===== src/rtl/core/tach_pkg.sv =====
// Shared types and constants for the encoder period tachometer.
// Used by the divider and the top level; depends on nothing else.
package tach_pkg;

   // Request codes on req_type.
   localparam logic [1:0] REQ_CAPTURE  = 2'd0;
   localparam logic [1:0] REQ_OVERFLOW = 2'd1;
   localparam logic [1:0] REQ_UPDATE   = 2'd2;
   localparam logic [1:0] REQ_CLEAR    = 2'd3;

   // Configuration register indexes.
   localparam int CSR_INDEX_W = 8;
   localparam logic [CSR_INDEX_W-1:0] CSR_TICK_CLOCK_HZ  = 8'd0;
   localparam logic [CSR_INDEX_W-1:0] CSR_PULSES_PER_REV = 8'd1;
   localparam logic [CSR_INDEX_W-1:0] CSR_UM_PER_PULSE   = 8'd2;
   localparam logic [CSR_INDEX_W-1:0] CSR_TIMEOUT_MS     = 8'd3;
   localparam int CSR_DATA_W = 32;

   // Datapath widths.
   localparam int DIV_W     = 48;
   localparam int DIV_CNT_W = $clog2(DIV_W);
   localparam int MUL_A_W   = 32;
   localparam int MUL_B_W   = 28;

   // 60 * 256, the Q8 scale for revolutions per minute.
   localparam logic [MUL_A_W-1:0] RPM_Q8_FACTOR = 32'd15360;
   localparam logic [31:0] SAT32 = 32'hFFFF_FFFF;

   // Sequencer states.
   typedef enum logic [2:0] {
      ST_IDLE,
      ST_MUL_DEN,
      ST_MUL_RPM,
      ST_LAUNCH_RPM,
      ST_WAIT_RPM,
      ST_MUL_SPD,
      ST_LAUNCH_SPD,
      ST_WAIT_SPD
   } tach_state_type;

   // Status returned by the divider.
   typedef struct packed {
      logic busy;
      logic done;
   } div_status_type;

endpackage


===== src/rtl/core/encoder_period_tachometer.sv =====
// Encoder period tachometer: per channel it measures the capture-timer period between
// encoder pulses, counts pulses and overflows, and on a speed update reports rpm in Q8,
// linear speed in um/s, the pulse total and a stopped flag. Capture, overflow and clear
// requests take effect in the cycle they are accepted and yield no response. A speed
// update holds the block: one shared 32x28 multiplier forms the three products in turn, and
// one restoring divider, one quotient bit per cycle, runs twice, each run launched and then
// collected. Its response becomes valid in the same cycle in which the next request can be
// taken. A stopped channel's response skips the multiplier and divider and is loaded
// straight from the final wait state. Either kind of update waits longer while an earlier
// response still sits in the output register.
// The block takes no request while an update is in progress. Depends on tach_pkg, tach_div.
module encoder_period_tachometer
   import tach_pkg::*;
#(
   parameter int CHANNELS = 2
)
(
   input  logic                   clock,
   input  logic                   reset,
   // Request channel.
   input  logic                   req_valid,
   output logic                   req_ready,
   input  logic [1:0]             req_type,
   input  logic                   req_channel,
   input  logic [15:0]            req_capture_value,
   input  logic [31:0]            req_time_ms,
   // Response channel.
   output logic                   rsp_valid,
   input  logic                   rsp_ready,
   output logic                   rsp_out_channel,
   output logic [31:0]            rsp_rpm_q8,
   output logic [31:0]            rsp_speed_um_per_s,
   output logic [31:0]            rsp_pulse_total,
   output logic                   rsp_stopped,
   // Configuration write channel.
   input  logic                   csr_valid,
   output logic                   csr_ready,
   input  logic [CSR_INDEX_W-1:0] csr_index,
   input  logic [CSR_DATA_W-1:0]  csr_wdata
);

   localparam int CH_W = (CHANNELS > 1) ? $clog2(CHANNELS) : 1;

   // Configuration registers.
   logic [27:0] tick_clock_hz_ff;
   logic [15:0] pulses_per_rev_ff;
   logic [19:0] um_per_pulse_ff;
   logic [15:0] timeout_ms_ff;

   // Per-channel state.
   logic [15:0] last_cap_ff [CHANNELS];
   logic [15:0] ovf_ff      [CHANNELS];
   logic [31:0] period_ff   [CHANNELS];
   logic [31:0] last_ms_ff  [CHANNELS];
   logic [31:0] pulse_ff    [CHANNELS];

   // Sequencer and working registers.
   tach_state_type state_ff, state_in;
   logic           ch_ff;
   logic [31:0]    upd_period_ff;
   logic [31:0]    upd_pulses_ff;
   logic           upd_stopped_ff;
   logic [DIV_W-1:0] num_ff;
   logic [DIV_W-1:0] den_ff;
   logic [31:0]    rpm_ff;

   // Response registers.
   logic        rsp_valid_ff, rsp_valid_in;
   logic        rsp_channel_ff;
   logic [31:0] rsp_rpm_ff;
   logic [31:0] rsp_speed_ff;
   logic [31:0] rsp_pulse_ff;
   logic        rsp_stopped_ff;

   logic                 accept;
   logic                 chan_ok;
   logic [CH_W-1:0]      idx;
   logic [31:0]          cap_period;
   logic [31:0]          elapsed_ms;
   logic                 now_stopped;
   logic                 div_start;
   logic                 rsp_load;
   logic                 rsp_free;
   logic [MUL_A_W-1:0]   mul_a;
   logic [MUL_B_W-1:0]   mul_b;
   logic [MUL_A_W+MUL_B_W-1:0] product;
   div_status_type       div_stat;
   logic [31:0]          div_quotient;

   assign req_ready = (state_ff == ST_IDLE);
   assign csr_ready = 1'b1;
   assign accept    = req_valid && req_ready;
   assign chan_ok   = (32'(req_channel) < CHANNELS);
   assign idx       = CH_W'(req_channel);
   assign rsp_free  = !rsp_valid_ff || rsp_ready;

   // Period of a capture, extended by the counted overflows.
   always_comb begin
      if (ovf_ff[idx] == 16'd0) begin
         cap_period = {16'd0, req_capture_value - last_cap_ff[idx]};
      end else begin
         cap_period = {ovf_ff[idx], 16'd0} + {16'd0, req_capture_value}
                      - {16'd0, last_cap_ff[idx]};
      end
   end

   // Stopped when the last capture is too old or no period exists.
   always_comb begin
      elapsed_ms  = req_time_ms - last_ms_ff[idx];
      now_stopped = (elapsed_ms > {16'd0, timeout_ms_ff}) || (period_ff[idx] == 32'd0);
   end

   // Configuration writes.
   always_ff @(posedge clock) begin
      if (reset) begin
         tick_clock_hz_ff  <= 28'd1000000;
         pulses_per_rev_ff <= 16'd20;
         um_per_pulse_ff   <= 20'd1000;
         timeout_ms_ff     <= 16'd500;
      end else if (csr_valid && csr_ready) begin
         case (csr_index)
            CSR_TICK_CLOCK_HZ:  tick_clock_hz_ff  <= csr_wdata[27:0];
            CSR_PULSES_PER_REV: pulses_per_rev_ff <= csr_wdata[15:0];
            CSR_UM_PER_PULSE:   um_per_pulse_ff   <= csr_wdata[19:0];
            CSR_TIMEOUT_MS:     timeout_ms_ff     <= csr_wdata[15:0];
            default: ;
         endcase
      end
   end

   // Channel state: captures, overflows and pulse count clears.
   always_ff @(posedge clock) begin
      if (reset) begin
         for (int i = 0; i < CHANNELS; i++) begin
            last_cap_ff[i] <= '0;
            ovf_ff[i]      <= '0;
            period_ff[i]   <= '0;
            last_ms_ff[i]  <= '0;
            pulse_ff[i]    <= '0;
         end
      end else if (accept) begin
         if (req_type == REQ_CLEAR) begin
            for (int i = 0; i < CHANNELS; i++) begin
               pulse_ff[i] <= '0;
            end
         end else if (chan_ok && req_type == REQ_CAPTURE) begin
            period_ff[idx]   <= cap_period;
            last_cap_ff[idx] <= req_capture_value;
            ovf_ff[idx]      <= '0;
            last_ms_ff[idx]  <= req_time_ms;
            pulse_ff[idx]    <= pulse_ff[idx] + 32'd1;
         end else if (chan_ok && req_type == REQ_OVERFLOW) begin
            if (ovf_ff[idx] != 16'hFFFF) begin
               ovf_ff[idx] <= ovf_ff[idx] + 16'd1;
            end
         end
      end
   end

   // Sequencer: next state, multiplier operands, divider launch, response load.
   always_comb begin
      state_in  = state_ff;
      div_start = 1'b0;
      rsp_load  = 1'b0;
      mul_a     = '0;
      mul_b     = '0;
      case (state_ff)
         ST_IDLE: begin
            if (accept && chan_ok && req_type == REQ_UPDATE) begin
               state_in = now_stopped ? ST_WAIT_SPD : ST_MUL_DEN;
            end
         end
         ST_MUL_DEN: begin
            mul_a    = upd_period_ff;
            mul_b    = MUL_B_W'(pulses_per_rev_ff);
            state_in = ST_MUL_RPM;
         end
         ST_MUL_RPM: begin
            mul_a    = RPM_Q8_FACTOR;
            mul_b    = tick_clock_hz_ff;
            state_in = ST_LAUNCH_RPM;
         end
         ST_LAUNCH_RPM: begin
            div_start = 1'b1;
            state_in  = ST_WAIT_RPM;
         end
         ST_WAIT_RPM: begin
            if (div_stat.done) begin
               state_in = ST_MUL_SPD;
            end
         end
         ST_MUL_SPD: begin
            mul_a    = MUL_A_W'(um_per_pulse_ff);
            mul_b    = tick_clock_hz_ff;
            state_in = ST_LAUNCH_SPD;
         end
         ST_LAUNCH_SPD: begin
            div_start = 1'b1;
            state_in  = ST_WAIT_SPD;
         end
         ST_WAIT_SPD: begin
            // A stopped channel comes here directly and waits only for the output slot.
            // The quotient holds once the divider is idle, so the slot may free up later.
            if ((upd_stopped_ff || !div_stat.busy) && rsp_free) begin
               rsp_load = 1'b1;
               state_in = ST_IDLE;
            end
         end
         default: state_in = ST_IDLE;
      endcase
   end

   assign product = mul_a * mul_b;

   always_ff @(posedge clock) begin
      if (reset) begin
         state_ff <= ST_IDLE;
      end else begin
         state_ff <= state_in;
      end
   end

   // Working registers of one update.
   always_ff @(posedge clock) begin
      if (accept) begin
         ch_ff          <= req_channel;
         upd_period_ff  <= period_ff[idx];
         upd_pulses_ff  <= pulse_ff[idx];
         upd_stopped_ff <= now_stopped;
      end
      case (state_ff)
         ST_MUL_DEN: den_ff <= product[DIV_W-1:0];
         ST_MUL_RPM: num_ff <= product[DIV_W-1:0];
         ST_MUL_SPD: begin
            num_ff <= product[DIV_W-1:0];
            den_ff <= {{(DIV_W-32){1'b0}}, upd_period_ff};
         end
         ST_WAIT_RPM: begin
            if (div_stat.done) begin
               rpm_ff <= div_quotient;
            end
         end
         default: ;
      endcase
   end

   tach_div u_div (
      .clock    (clock),
      .reset    (reset),
      .start    (div_start),
      .num      (num_ff),
      .den      (den_ff),
      .status   (div_stat),
      .quotient (div_quotient)
   );

   // Response register; a waiting response holds the next update, and with it new requests, in the final wait state.
   always_comb begin
      rsp_valid_in = rsp_valid_ff;
      if (rsp_load) begin
         rsp_valid_in = 1'b1;
      end else if (rsp_ready) begin
         rsp_valid_in = 1'b0;
      end
   end

   always_ff @(posedge clock) begin
      if (reset) begin
         rsp_valid_ff <= 1'b0;
      end else begin
         rsp_valid_ff <= rsp_valid_in;
      end
   end

   always_ff @(posedge clock) begin
      if (rsp_load) begin
         rsp_channel_ff <= ch_ff;
         rsp_rpm_ff     <= upd_stopped_ff ? 32'd0 : rpm_ff;
         rsp_speed_ff   <= upd_stopped_ff ? 32'd0 : div_quotient;
         rsp_pulse_ff   <= upd_pulses_ff;
         rsp_stopped_ff <= upd_stopped_ff;
      end
   end

   assign rsp_valid          = rsp_valid_ff;
   assign rsp_out_channel    = rsp_channel_ff;
   assign rsp_rpm_q8         = rsp_rpm_ff;
   assign rsp_speed_um_per_s = rsp_speed_ff;
   assign rsp_pulse_total    = rsp_pulse_ff;
   assign rsp_stopped        = rsp_stopped_ff;

`ifndef SYNTHESIS
   // The divider finishes only while the sequencer waits for it.
   a_div_done_waited: assert property (@(posedge clock) disable iff (reset)
      div_stat.done |-> (state_ff == ST_WAIT_RPM || state_ff == ST_WAIT_SPD))
      else $error("divider finished outside a wait state");

   // A launch always starts the divider.
   a_div_launch: assert property (@(posedge clock) disable iff (reset)
      (state_ff == ST_LAUNCH_RPM || state_ff == ST_LAUNCH_SPD) |=> div_stat.busy)
      else $error("divider did not start after launch");

   // An accepted update keeps the block busy in the next cycle.
   a_update_busy: assert property (@(posedge clock) disable iff (reset)
      (accept && chan_ok && req_type == REQ_UPDATE) |=> !req_ready)
      else $error("update request did not occupy the sequencer");

   // A stopped channel reports zero speeds.
   a_stopped_zero: assert property (@(posedge clock) disable iff (reset)
      (rsp_valid && rsp_stopped) |-> (rsp_rpm_q8 == 32'd0 && rsp_speed_um_per_s == 32'd0))
      else $error("stopped response carries a nonzero speed");
`endif

endmodule


===== src/rtl/core/tach_div.sv =====
// Restoring divider, one quotient bit per cycle, with 32-bit saturation.
// Depends on tach_pkg.
module tach_div
   import tach_pkg::*;
(
   input  logic             clock,
   input  logic             reset,
   input  logic             start,
   input  logic [DIV_W-1:0] num,
   input  logic [DIV_W-1:0] den,
   output div_status_type   status,
   output logic [31:0]      quotient
);

   logic                 busy_ff, busy_in;
   logic                 done_ff, done_in;
   logic [DIV_CNT_W-1:0] cnt_ff, cnt_in;
   logic [DIV_W-1:0]     rem_ff, rem_in;
   logic [DIV_W-1:0]     quo_ff, quo_in;
   logic [DIV_W-1:0]     den_ff, den_in;
   logic [DIV_W:0]       trial;
   logic [DIV_W:0]       diff;
   logic                 fits;

   // One shift, compare and subtract step.
   always_comb begin
      trial = {rem_ff, quo_ff[DIV_W-1]};
      diff  = trial - {1'b0, den_ff};
      fits  = (trial >= {1'b0, den_ff});
   end

   // Load on start, then step until every quotient bit is known.
   always_comb begin
      busy_in = busy_ff;
      done_in = 1'b0;
      cnt_in  = cnt_ff;
      rem_in  = rem_ff;
      quo_in  = quo_ff;
      den_in  = den_ff;
      if (start) begin
         busy_in = 1'b1;
         cnt_in  = '0;
         rem_in  = '0;
         quo_in  = num;
         den_in  = den;
      end else if (busy_ff) begin
         rem_in = fits ? diff[DIV_W-1:0] : trial[DIV_W-1:0];
         quo_in = {quo_ff[DIV_W-2:0], fits};
         cnt_in = cnt_ff + 1'b1;
         if (cnt_ff == DIV_CNT_W'(DIV_W - 1)) begin
            busy_in = 1'b0;
            done_in = 1'b1;
         end
      end
   end

   always_ff @(posedge clock) begin
      if (reset) begin
         busy_ff <= 1'b0;
         done_ff <= 1'b0;
         cnt_ff  <= '0;
      end else begin
         busy_ff <= busy_in;
         done_ff <= done_in;
         cnt_ff  <= cnt_in;
      end
   end

   always_ff @(posedge clock) begin
      rem_ff <= rem_in;
      quo_ff <= quo_in;
      den_ff <= den_in;
   end

   // A quotient above 32 bits saturates; a zero divisor yields all ones here too.
   assign quotient    = (|quo_ff[DIV_W-1:32]) ? SAT32 : quo_ff[31:0];
   assign status.busy = busy_ff;
   assign status.done = done_ff;

endmodule


===== config.mk =====
export PLATFORM = sky130hd
export DESIGN_NAME = encoder_period_tachometer
export DESIGN_NICKNAME = d
export VERILOG_FILES = /design/src/rtl/core/tach_pkg.sv /design/src/rtl/core/encoder_period_tachometer.sv /design/src/rtl/core/tach_div.sv
export SDC_FILE = /design/constraint.sdc
export NUM_CORES = 2
export LEC_CHECK = 0
export ABC_CLOCK_PERIOD_IN_PS = 22800
export BUFFER_PORTS_ARGS = -buffer_cell sky130_fd_sc_hd__buf_2
export CORE_UTILIZATION = 60
export DETAILED_ROUTE_END_ITERATION = 7
export PLACE_DENSITY = 0.78
export SLEW_MARGIN = 20
export SYNTH_ARGS = -nofsm -noshare
export SYNTH_HDL_FRONTEND = slang
export SYNTH_SLANG_ARGS = --single-unit

===== constraint.sdc =====
create_clock -name clock -period 22.8 [get_ports clock]
set_clock_uncertainty 0.15 [all_clocks]
set_input_delay 0 -clock clock [delete_from_list [all_inputs] [get_ports clock]]
set_output_delay 0 -clock clock [all_outputs]
set_load 0.01 [all_outputs]

==> results.md <==
* Max Cap Viol at 0
* Syn avg cell area at 10.0 sq um
* Post-route met1 wirelength at 59400 um
* Chip Height at 322 um
* Post-route setup TNS at 0 ns
* Final setup viols at 0
* Async set or reset register ratio after synthesis at 0
* Fmax at 90.4 MHz
* Hold Slack at 0.0315 ns
* Post-synth EDFFs at 644
* Worst Hold Depth at 4
* RSZ-0062 raised after global routing: false
* Most frequent CP cell: fa_1
* Final worst-path cycle share at 0.485
* Min Tclk post-route at 11.06 ns
* First-pass detailed-route iteration total at 6
* Layout cells sized above 1 at 0.0828
* WHS Endpoint: tick_clock_hz_ff[26]$_SDFFE_PP0P_
* Post-synth top area cell: edfxtp_1
* Clock root buffer: clkbuf_16
* Worst reg2reg path depth at 31
* Syn. warnings at 0
* WL final at 156000 um
* Antenna-violating nets left at 0
* Met2 WL at 72900 um
* Top cell type's share of synthesized area at 0.315
* Critical path fanouts, max at 83
* CTS HTree Levels at 3
* Core area at 0.101 sq mm
* WP data required at 23.01 ns
* Leak Pwr at 0.0295 uW
* Hold Buf Count CTS at 103
* VDD IR-drop max at 0.0000909 V
* DR top layer: met5
* Initial Util at 0.609
* Buffers on Ports at 191
* Vias in the first global route at 44.6k
* Setup Buffers After CTS at 0
* Most frequent cell after synthesis: inv_1
* Register area share after synthesis at 0.361
* Worst-path clk slew at 0.06 ns
* Crit path capture type: register
* Die area at 0.103 sq mm
* Initial antenna violation count at 12
* Element type at the critical path start: register
* Worst min path class: in -> reg
* CTS tree: done
* Wire length per cell at 20.1 um
* Clock sinks at 784
* Synthesis-stage register bit count at 784
* Clk_lat worst skew at 0.67 ns
* Prevailing post-synth register cell: edfxtp_1
* Total GRT Usage at 0.307
* First-pass GRT wire length at 244000 um
* Crit path largest cell delay at 0.76 ns
* Routed vias at 44.1k
* Max Slew Vio Count at 0
* Rel. slew slack at 0.204
* RR Endpoint: den_ff[46]$_SDFFCE_PN0P_
* RR Startpoint: state_ff[0]$_SDFFE_PP0P_
* Final HPWL DP at 117000 um
* Cell count after synthesis at 6105
* Gr ovfl total at 0
* Cts bufs inserted at 81
* Post-route DRC violation count at 0
* Commonest cells in the netlist: inv_1, nand2_1, fa_1
* Worst endpoint data arrival time at 11.28 ns
* Initial drt markers at 4081
* IO Pins at 197
* Outcome: finished clean
* Synthesized area at 0.0613 sq mm
* Gp weighted congestion at 1.01
* Placement Rows at 116
* FF-to-FF setup slack at 11.74 ns
* Post-layout nets at 7419
* Die Width at 322 um
* Area delta synth->final at 10.0%
* Synth unique cells at 90
* CTS max path bufs at 3
* Slew at the pin with the worst max-slew slack at 1.19 ns
* Metal3 WL at 16100 um
* Pin count of the biggest net entering global routing at 99
* Worst setup path class: reg -> reg
* CTS resizes at 0
* Largest cells by area after synthesis: edfxtp_1, fa_1, inv_1
* Final Hold Fails at 0
* CP max stage cell: buf_4
* HP Start: csr_wdata[26]
* Via density at 5.68
* Pwr dens at 79.5 mW/mm^2
## layout make-up
| type | instances | area [sq um] |
|---|---|---|
| multi-input cells | 4187 | 34900 |
| diodes | 7 | 17.5 |
| repair buffers | 358 | 2500 |
| well taps | 1357 | 1700 |
| clock inverters | 34 | 417 |
| clock buffers | 113 | 2270 |
| fillers | 7623 | 33300 |
| inverters | 923 | 3470 |
| flip-flops and latches | 784 | 22100 |
## stage by stage
stage	setup WS (ns)	total power [uW]	cell area (sq um)	instances	utilization
floorplan	13.34	3380	61600	6170	-
global placement	11.99	3930	63700	7504	0.632
detailed placement	11.79	3980	63700	7505	0.633
CTS	11.74	5340	67400	7755	0.669
global route	11.06	5660	67400	7756	0.670
finish	11.74	5370	67500	7763	0.670
## worst max-delay path by stage
stage | to | slack, ns | start | cells after the start
after global routing | den_ff[46]$_SDFFCE_PN0P_ | 11.06 | state_ff[0]$_SDFFE_PP0P_ | 32
final | den_ff[46]$_SDFFCE_PN0P_ | 11.74 | state_ff[0]$_SDFFE_PP0P_ | 31
after floorplan | den_ff[46]$_SDFFCE_PN0P_ | 13.34 | state_ff[0]$_SDFFE_PP0P_ | 29
after detailed placement | den_ff[46]$_SDFFCE_PN0P_ | 11.79 | state_ff[0]$_SDFFE_PP0P_ | 31
after CTS | den_ff[46]$_SDFFCE_PN0P_ | 11.74 | state_ff[0]$_SDFFE_PP0P_ | 31
after global placement | den_ff[46]$_SDFFCE_PN0P_ | 11.99 | state_ff[0]$_SDFFE_PP0P_ | 31
## critical path: cells and delay by family, from the launching register on
kind	cells	cell delay, ns
adders and majority gates	8	3.73
AOI/OAI and AO/OA	9	1.99
DFF	1	0.53
muxes	1	0.20
and+or+nand+nor	6	2.26
buffers and inverters	7	1.85
## registers in the layout, summed over array words and instances (netlist names), 3 cells and up
| register | cells |
|---|---|
| tick_clock_hz_ff | 28 |
| rpm_ff | 32 |
| state_ff | 3 |
| rsp_pulse_total | 32 |
| u_div.den_ff | 48 |
| rsp_speed_um_per_s | 32 |
| upd_period_ff | 32 |
| last_cap_ff | 32 |
| den_ff | 48 |
| num_ff | 48 |
| u_div.cnt_ff | 6 |
| pulses_per_rev_ff | 16 |
| u_div.rem_ff | 48 |
| rsp_rpm_q8 | 32 |
| timeout_ms_ff | 16 |
| um_per_pulse_ff | 20 |
| pulse_ff | 64 |
| last_ms_ff | 64 |
| period_ff | 64 |
| upd_pulses_ff | 32 |
| ovf_ff | 32 |
| u_div.quo_ff | 48 |
## cell families after synthesis
group / after synthesis / share of synthesized area
AND/OR/NAND/NOR: 2122 / 0.152
buffers and inverters: 1199 / 0.0743
adder cells (fa/ha/maj): 988 / 0.290
flip-flops: 784 / 0.361
AO/OA/AOI/OAI: 656 / 0.0676
XOR/XNOR: 190 / 0.0271
multiplexers: 164 / 0.0282
other: 2 / 0.000122
## layer usage
metal	track usage	vias to the layer above
met5	0	-
met4	0.132	22
met3	0.0809	479
met2	0.499	2089
met1	0.388	21500
li1	-	19900
## power by group
part	internal [uW]	switching, uW	leakage [uW]
logic	754	1340	0.0209
clock network	780	557	0.00130
registers	1820	116	0.00730
total	3360	2010	0.0295
## cell usage in the layout (no fill, tap or decap), types with 17 or more instances in the layout
| master | instances |
|---|---|
| a21o_1 | 79 |
| a21oi_1 | 251 |
| a22o_1 | 17 |
| a31oi_1 | 29 |
| and2_1 | 151 |
| and3_1 | 24 |
| buf_2 | 189 |
| buf_4 | 63 |
| clkbuf_1 | 22 |
| clkbuf_16 | 83 |
| conb_1 | 67 |
| dfxtp_1 | 139 |
| dlygate4sd3_1 | 103 |
| edfxtp_1 | 644 |
| fa_1 | 718 |
| ha_1 | 270 |
| inv_1 | 919 |
| mux2_2 | 68 |
| mux2i_1 | 96 |
| nand2_1 | 876 |
| nand2b_1 | 26 |
| nand3_1 | 47 |
| nand3b_1 | 28 |
| nand4_1 | 30 |
| nor2_1 | 692 |
| nor2b_1 | 92 |
| nor3_1 | 36 |
| nor4_1 | 24 |
| o21a_1 | 17 |
| o21ai_0 | 119 |
| or2_2 | 44 |
| xnor2_1 | 122 |
| xor2_1 | 68 |
Power figures use the tool's default switching activity.
